$ cat config.mk
export PLATFORM = sky130hd
export DESIGN_NAME = sorted_list_table_core
export DESIGN_NICKNAME = d
export VERILOG_FILES = /design/src/hw/rtl/slt_pkg.sv /design/src/hw/rtl/slt_ram.sv /design/src/hw/rtl/sorted_list_table_core.sv
export SDC_FILE = /design/constraint.sdc
export NUM_CORES = 1
export LEC_CHECK = 0
export BUFFER_PORTS_ARGS = -buffer_cell sky130_fd_sc_hd__buf_2
export CAP_MARGIN = 10
export CORE_MARGIN = 4
export CORE_UTILIZATION = 44
export CTS_BUF_LIST = sky130_fd_sc_hd__clkbuf_4
export DETAILED_ROUTE_END_ITERATION = 10
export PLACE_DENSITY = 0.7
export SYNTH_ARGS = -nofsm -noshare
export SYNTH_HDL_FRONTEND = slang
export SYNTH_SLANG_ARGS = --single-unit
export TNS_END_PERCENT = 10
$ cat constraint.sdc
create_clock -name clk_i -period 5.7 [get_ports clk_i]
set_input_delay 0.57 -clock clk_i [delete_from_list [all_inputs] [get_ports clk_i]]
set_output_delay 0.57 -clock clk_i [all_outputs]
set_load 0.02 [all_outputs]
$ cat src/hw/rtl/slt_pkg.sv
// ----------------------------------------------------------------------------
// slt_pkg: shared definitions of the sorted list table
// Operation and status codes, sequencer states and default sizes.
// ----------------------------------------------------------------------------
package slt_pkg;

  localparam int DefCapacity = 16;
  localparam int DataW       = 32;
  localparam int CountOutW   = 5;

  typedef enum logic [1:0] {
    OP_INSERT = 2'd0,
    OP_SEARCH = 2'd1,
    OP_DELETE = 2'd2,
    OP_POP    = 2'd3
  } op_e;

  typedef enum logic [1:0] {
    ST_OK        = 2'd0,
    ST_NOT_FOUND = 2'd1,
    ST_FULL      = 2'd2,
    ST_EMPTY     = 2'd3
  } status_e;

  typedef enum logic [1:0] {
    S_IDLE = 2'd0,
    S_RUN  = 2'd1,
    S_FIN  = 2'd2,
    S_RESP = 2'd3
  } state_e;

endpackage

$ cat src/hw/rtl/slt_ram.sv
// ----------------------------------------------------------------------------
// slt_ram: generic single-write, single-read RAM
// One write port and one read port with registered read data.
// ----------------------------------------------------------------------------
module slt_ram #(
  parameter int Width = 32,
  parameter int Depth = 16,
  localparam int AddrW = (Depth > 1) ? $clog2(Depth) : 1
) (
  input  logic             clk_i,
  input  logic             we_i,
  input  logic [AddrW-1:0] waddr_i,
  input  logic [Width-1:0] wdata_i,
  input  logic [AddrW-1:0] raddr_i,
  output logic [Width-1:0] rdata_o
);

  logic [Width-1:0] mem_q [Depth];

  always_ff @(posedge clk_i) begin
    if (we_i) begin
      mem_q[waddr_i] <= wdata_i;
    end
    rdata_o <= mem_q[raddr_i];
  end

endmodule

$ cat src/hw/rtl/sorted_list_table_core.sv
// ----------------------------------------------------------------------------
// sorted_list_table_core: bounded sorted store of signed 32-bit values
// Insert, search, delete and pop on an ascending table held in a RAM,
// walked one entry per cycle by a small sequencer around one less-than and one equality compare.
// ----------------------------------------------------------------------------
//  Channel   Signals                                              Direction
//  request   in_valid_i, in_stall_o, operation_i, value_i          in
//  result    out_valid_o, out_stall_i, status_o, found_o,          out
//            popped_value_o, entry_count_o
//
// A walked request passes a registered RAM read, the walk over the entries in S_RUN,
// the result state S_RESP and then S_IDLE before the next is accepted. An insert
// adds S_FIN for its final write, and a search stops at the first entry not below
// the value. A full insert or a search, delete or pop on an empty table goes straight
// to S_RESP, and an insert into an empty table through S_FIN. in_stall_o stays high from
// acceptance until the result is taken; reset empties the table without a clearing pass.
// ----------------------------------------------------------------------------
module sorted_list_table_core #(
  parameter int Capacity = slt_pkg::DefCapacity
) (
  input  logic                           clk_i,
  input  logic                           rst_ni,
  input  logic                           in_valid_i,
  output logic                           in_stall_o,
  input  slt_pkg::op_e                   operation_i,
  input  logic signed [slt_pkg::DataW-1:0] value_i,
  output logic                           out_valid_o,
  input  logic                           out_stall_i,
  output slt_pkg::status_e               status_o,
  output logic                           found_o,
  output logic signed [slt_pkg::DataW-1:0] popped_value_o,
  output logic [slt_pkg::CountOutW-1:0]  entry_count_o
);
  import slt_pkg::*;

  localparam int IdxW = (Capacity > 1) ? $clog2(Capacity) : 1;
  localparam int CntW = $clog2(Capacity + 1);

  state_e                   state_q, state_d;
  op_e                      op_q, op_d;
  logic signed [DataW-1:0]  val_q, val_d;
  logic [IdxW-1:0]          rptr_q, rptr_d;
  logic [IdxW-1:0]          daddr_q;
  logic                     dv_q;
  logic                     shift_q, shift_d;
  logic [IdxW-1:0]          ins_pos_q, ins_pos_d;
  logic [CntW-1:0]          count_q, count_d;
  status_e                  status_q, status_d;
  logic                     found_q, found_d;
  logic signed [DataW-1:0]  popped_q, popped_d;

  logic                     ram_we;
  logic [IdxW-1:0]          ram_waddr;
  logic [DataW-1:0]         ram_wdata;
  logic signed [DataW-1:0]  rdata;

  logic                     accept;
  logic [CntW-1:0]          cnt_m1;
  logic                     is_full;
  logic                     is_empty;
  logic                     is_last;
  logic                     cmp_eq;
  logic                     cmp_lt;
  logic                     match;
  logic [CntW+CountOutW-1:0] cnt_ext;

  slt_ram #(
    .Width(DataW),
    .Depth(Capacity)
  ) u_ram (
    .clk_i  (clk_i),
    .we_i   (ram_we),
    .waddr_i(ram_waddr),
    .wdata_i(ram_wdata),
    .raddr_i(rptr_q),
    .rdata_o(rdata)
  );

  assign accept   = in_valid_i && !in_stall_o;
  assign cnt_m1   = count_q - 1'b1;
  assign is_full  = (count_q == CntW'(Capacity));
  assign is_empty = (count_q == '0);
  assign is_last  = (CntW'(daddr_q) == cnt_m1);
  assign cmp_eq   = (rdata == val_q);
  assign cmp_lt   = (rdata < val_q);
  assign match    = (op_q == OP_POP) || cmp_eq;

  // Next state.
  always_comb begin
    state_d = state_q;
    case (state_q)
      S_IDLE: begin
        if (accept) begin
          case (operation_i)
            OP_INSERT: state_d = is_full ? S_RESP : (is_empty ? S_FIN : S_RUN);
            default:   state_d = is_empty ? S_RESP : S_RUN;
          endcase
        end
      end
      S_RUN: begin
        if (dv_q) begin
          case (op_q)
            OP_INSERT: begin
              if (cmp_lt || daddr_q == '0) begin
                state_d = S_FIN;
              end
            end
            OP_SEARCH: begin
              if (cmp_eq || !cmp_lt || is_last) begin
                state_d = S_RESP;
              end
            end
            default: begin
              if (is_last) begin
                state_d = S_RESP;
              end
            end
          endcase
        end
      end
      S_FIN:   state_d = S_RESP;
      S_RESP: begin
        if (!out_stall_i) begin
          state_d = S_IDLE;
        end
      end
      default: state_d = S_IDLE;
    endcase
  end

  // Datapath registers.
  always_comb begin
    op_d      = op_q;
    val_d     = val_q;
    rptr_d    = rptr_q;
    shift_d   = shift_q;
    ins_pos_d = ins_pos_q;
    count_d   = count_q;
    status_d  = status_q;
    found_d   = found_q;
    popped_d  = popped_q;
    case (state_q)
      S_IDLE: begin
        if (accept) begin
          op_d      = operation_i;
          val_d     = value_i;
          shift_d   = 1'b0;
          found_d   = 1'b0;
          popped_d  = '0;
          ins_pos_d = '0;
          status_d  = ST_OK;
          rptr_d    = (operation_i == OP_INSERT) ? cnt_m1[IdxW-1:0] : '0;
          case (operation_i)
            OP_INSERT: if (is_full) status_d = ST_FULL;
            OP_SEARCH: if (is_empty) status_d = ST_NOT_FOUND;
            default:   if (is_empty) status_d = ST_EMPTY;
          endcase
        end
      end
      S_RUN: begin
        rptr_d = (op_q == OP_INSERT) ? rptr_q - 1'b1 : rptr_q + 1'b1;
        if (dv_q) begin
          case (op_q)
            OP_INSERT: begin
              if (cmp_lt) begin
                ins_pos_d = daddr_q + 1'b1;
              end else begin
                ins_pos_d = '0;
              end
            end
            OP_SEARCH: begin
              if (cmp_eq) begin
                found_d = 1'b1;
              end else if (!cmp_lt || is_last) begin
                status_d = ST_NOT_FOUND;
              end
            end
            default: begin
              if (!shift_q && match) begin
                shift_d = 1'b1;
                if (op_q == OP_POP) begin
                  popped_d = rdata;
                end
              end
              if (is_last) begin
                if (shift_q || match) begin
                  count_d = count_q - 1'b1;
                end else begin
                  status_d = ST_NOT_FOUND;
                end
              end
            end
          endcase
        end
      end
      S_FIN: count_d = count_q + 1'b1;
      default: ;
    endcase
  end

  // Outputs and RAM write port.
  always_comb begin
    ram_we      = 1'b0;
    ram_waddr   = ins_pos_q;
    ram_wdata   = val_q;
    in_stall_o  = (state_q != S_IDLE);
    out_valid_o = (state_q == S_RESP);
    case (state_q)
      S_RUN: begin
        if (dv_q) begin
          case (op_q)
            OP_INSERT: begin
              ram_we    = !cmp_lt;
              ram_waddr = daddr_q + 1'b1;
              ram_wdata = rdata;
            end
            OP_SEARCH: ram_we = 1'b0;
            default: begin
              ram_we    = shift_q;
              ram_waddr = daddr_q - 1'b1;
              ram_wdata = rdata;
            end
          endcase
        end
      end
      S_FIN:   ram_we = 1'b1;
      default: ram_we = 1'b0;
    endcase
  end

  assign status_o       = status_q;
  assign found_o        = found_q;
  assign popped_value_o = popped_q;
  assign cnt_ext        = (CntW + CountOutW)'(count_q);
  assign entry_count_o  = cnt_ext[CountOutW-1:0];

  always_ff @(posedge clk_i or negedge rst_ni) begin
    if (!rst_ni) begin
      state_q <= S_IDLE;
      count_q <= '0;
      dv_q    <= 1'b0;
      shift_q <= 1'b0;
    end else begin
      state_q <= state_d;
      count_q <= count_d;
      dv_q    <= (state_q == S_RUN);
      shift_q <= shift_d;
    end
  end

  always_ff @(posedge clk_i) begin
    op_q      <= op_d;
    val_q     <= val_d;
    rptr_q    <= rptr_d;
    daddr_q   <= rptr_q;
    ins_pos_q <= ins_pos_d;
    status_q  <= status_d;
    found_q   <= found_d;
    popped_q  <= popped_d;
  end

`ifndef NO_ASSERTIONS
  a_count_bound : assert property (@(posedge clk_i) disable iff (!rst_ni)
    count_q <= CntW'(Capacity))
    else $error("Entry count exceeds the capacity.");

  a_one_request : assert property (@(posedge clk_i) disable iff (!rst_ni)
    out_valid_o |-> in_stall_o)
    else $error("A request was taken while a result was pending.");

  a_write_when_busy : assert property (@(posedge clk_i) disable iff (!rst_ni)
    ram_we |-> (state_q == S_RUN || state_q == S_FIN))
    else $error("Table written outside an operation.");

  a_count_at_result : assert property (@(posedge clk_i) disable iff (!rst_ni)
    (count_q != $past(count_q)) |-> (state_q == S_RESP))
    else $error("Entry count changed without a result.");
`endif

endmodule
==> key figures <==
Clock network
  – Root buf cell: clkbuf_4
  – CTS tree: built
  – H-tree depth: 4
  – Worst-Skew Late Latency: slightly below 1000 ps
  – CTS max path bufs: 3
  – Reg clk slew, reported paths: 60 ps
  – CTS sink cnt: between 600 and 700
  – Total CTS buffers: around 160

Place
  – Port bufs: 79
  – Cell Area, Placed: about 27000 µm²
  – Setup WS pre-CTS: about 1800 ps
  – RePlAce Congestion: between 0.8 and 0.9
  – HPWL Detailed: around 36000 µm

Outcome
  – Status: finished, final reports clean

Detailed routing
  – DR WL/cell: 23.9 µm
  – Vias: roughly 13000
  – DR vias/cell: 5.51
  – Wl on met1: 25500 µm
  – WL final: ~57000 µm
  – Top layer in use: met4
  – Antenna-violating nets left: 0
  – Drt first pass iters: 5
  – Metal2 WL: ~24000 µm
  – Iter 0 DRT Violations: 1277
  – Residual DRC count: 0
  – Met3 wire len: between 6000 and 7000 µm

Logic synthesis
  – Post-Syn Nets: 1320
  – Mean Syn Cell Area: 20.1 µm²
  – Synth Warn #: 0
  – Top-area cell type share of the netlist area: 0.709
  – Post-synth EDFFs: 589
  – Register area share after synthesis: 0.747
  – Post-synth top cells: edfxtp_1 (589), mux4_2 (160), nand2_1 (57)
  – Post-synth cell types: 63
  – Cells after Synth: 1239
  – FFs w/ async S/R, synth: 0.0142
  – FF+latch count, synth: 634
  – Mapped Area: around 25000 µm²
  – Top_reg_cell synth: edfxtp_1
  – Most frequent cell after synthesis: edfxtp_1
  – Largest cells by area after synthesis: edfxtp_1 (71%), mux4_2 (14%), dfxtp_1 (2.9%)
  – Area leader, netlist: edfxtp_1

Power and ir drop
  – PD cells: slightly above 500 nW/µm²
  – Largest vdd supply drop: between 0.4 and 0.5 mV
  – Leak: slightly below 10 nW
  – Overall Power: 0.0150 W

Timing
  – Final worst slack: roughly 1700 ps
  – Slew Viols, Final: 0
  – Rel. slew slack: 0.247
  – Worst clock skew: between 50 and 60 ps
  – Fmax: roughly 250 MHz
  – Setup TNS: 0 ps
  – Final hold vios: 0
  – Period utilisation layout: 0.694
  – Fin crit period: roughly 4000 ps
  – Slew @ Worst Pin: 1120 ps
  – Number of setup violations in the final report: 0
  – Unrepaired setup endpoints after global routing: no

Setup path
  – R2R depth: 9
  – Critical path's largest stage delay: slightly below 800 ps
  – Setup crit start kind: flip-flop
  – Critical-path top delay cell: a21oi_4
  – CP Cell Sequence: inv_1 > ha_2 > buf_4 > nand2_1 > a21oi_4 > buf_4 > o21a_1 > nor3_2 > buf_4
  – Worst path depth: 9
  – Crit. End Element: flip-flop
  – Crit path max fanout: 50
  – Buf/Inv on CP: 4
  – R2R Path End: u_ram.mem_q[6][11]
  – CP required: between 6000 and 7000 ps
  – Crit Path Class: flip-flop to flip-flop
  – CP arrival: 4580 ps
  – Critical Path End: u_ram.mem_q[6][11]
  – Top delay family on crit path: buffers and inverters
  – CP dominant cell by count: buf_4
  – Flop2flop setup slack: ~1700 ps
  – Reg2Reg Launch Point: state_q[1]
  – Crit path from: state_q[1]

Final layout
  – Layout cell share with drive strength beyond 1: 0.357
  – Final Cell Area: between 20000 and 30000 µm²
  – Fin nets: between 1500 and 2000
  – # fillers: roughly 4500
  – Util after Layout: 0.517
  – Area delta synth->final: 16.6%

Global routing
  – First-pass GRT wire length: approximately 85000 µm
  – Vias in the first global route: roughly 13000
  – Pin count of the biggest net entering global routing: about 130
  – Antenna violations before repair: 7
  – Congestion Overflow GR: 0
  – GR Util All Layers: 0.192

Die
  – Die Y-Extent: approximately 250 µm
  – DIE WIDTH: ~250 µm
  – Initial Util: 0.443
  – I/O Pins: 80
  – Row count: between 80 and 90
  – Die ar.: roughly 61000 µm²
  – Core area: roughly 56000 µm²

Worst hold path
  – Hold crit path type: primary input to flip-flop
  – Hold Path Depth: 6
  – Worst Hold Launch: out_stall_i

Flow run
  – Max-cap violations: 0
-- state kept, by name, indices dropped and copies added, names as in the netlist, 2 cells and up --
signal and flops:
daddr_q 4, entry_count_o 5, ins_pos_q 4, op_q 2
popped_value_o 32, rptr_q 4, state_q 2, status_o 2
u_ram.mem_q 512, u_ram.rdata_o 32, val_q 32
-- worst min path at each step --
stage / end / slack (ps)
after global routing: state_q[1] / 130
after CTS: state_q[1] / 70
final: state_q[1] / 210
after global placement: entry_count_o[0] / 440
after floorplan: dv_q / 270
after detailed placement: entry_count_o[0] / 450
-- worst min-delay path: stages --
cell      delay, ps
buf_2            90
nand2_1          70
o221ai_1         90
a31o_2          120
a211oi_2         40
mux2i_1         110
-- layout by cell type, fill, tap and decap left out, drive strengths merged, types with 9 or more instances in the layout --
cell type / count
clkbuf: 235
o21ai: 46
a21oi: 20
clkinv: 35
dfxtp: 36
dlygate4sd3: 36
dfrtp: 9
buf: 133
nor2: 14
ha: 42
nand2: 57
xnor2: 14
inv: 53
nor3: 27
mux4: 160
and2: 31
nand3: 13
edfxtp: 589
-- per-stage QoR --
step | std cells | hold slack (ps)
detailed placement | 2060 | 445
finish | 2391 | 206
global placement | 2060 | 436
CTS | 2378 | 70.9
floorplan | 1239 | 274
global route | 2391 | 130
-- what timing repair did --
item / 4_1_cts / 5_1_grt
gates resized for setup: 0 / 0
hold endpoints to repair: 46 / 0
buffers inserted: 0 / 0
hold buffers: 36 / 0
-- routing by layer --
metal,track usage,up-vias
li1,-,5710
met1,0.301,6689
met2,0.253,706
met3,0.0645,81
met4,0.0602,0
met5,0,-
-- cell families after synthesis --
kind of cell	count (synthesis)	synth area share
compound gates	103	0.0277
xor+xnor	18	0.00632
fa+ha+maj	43	0.0219
buf+inv	109	0.0168
flops	634	0.747
mux	164	0.146
simple gates	168	0.0340
-- report_power, final --
group	switching [W]	total (W)	internal, W
logic	0.00285	0.00479	0.00194
registers	0.000327	0.00634	0.00602
clock network	0.00176	0.00384	0.00208
-- cell type report --
type / count / area [µm²] / area share
multi-input cells: 496 / 5990 / 0.206
flip-flops and latches: 634 / 18600 / 0.641
clock buffers: 235 / 1760 / 0.0607
diodes: 4 / 10.0 / 0.000344
clock inverters: 47 / 323 / 0.0111
repair buffers: 169 / 1210 / 0.0417
inverters: 50 / 188 / 0.00646
well taps: 756 / 946 / 0.0325
No activity file was read; power rests on OpenSTA's default activity.
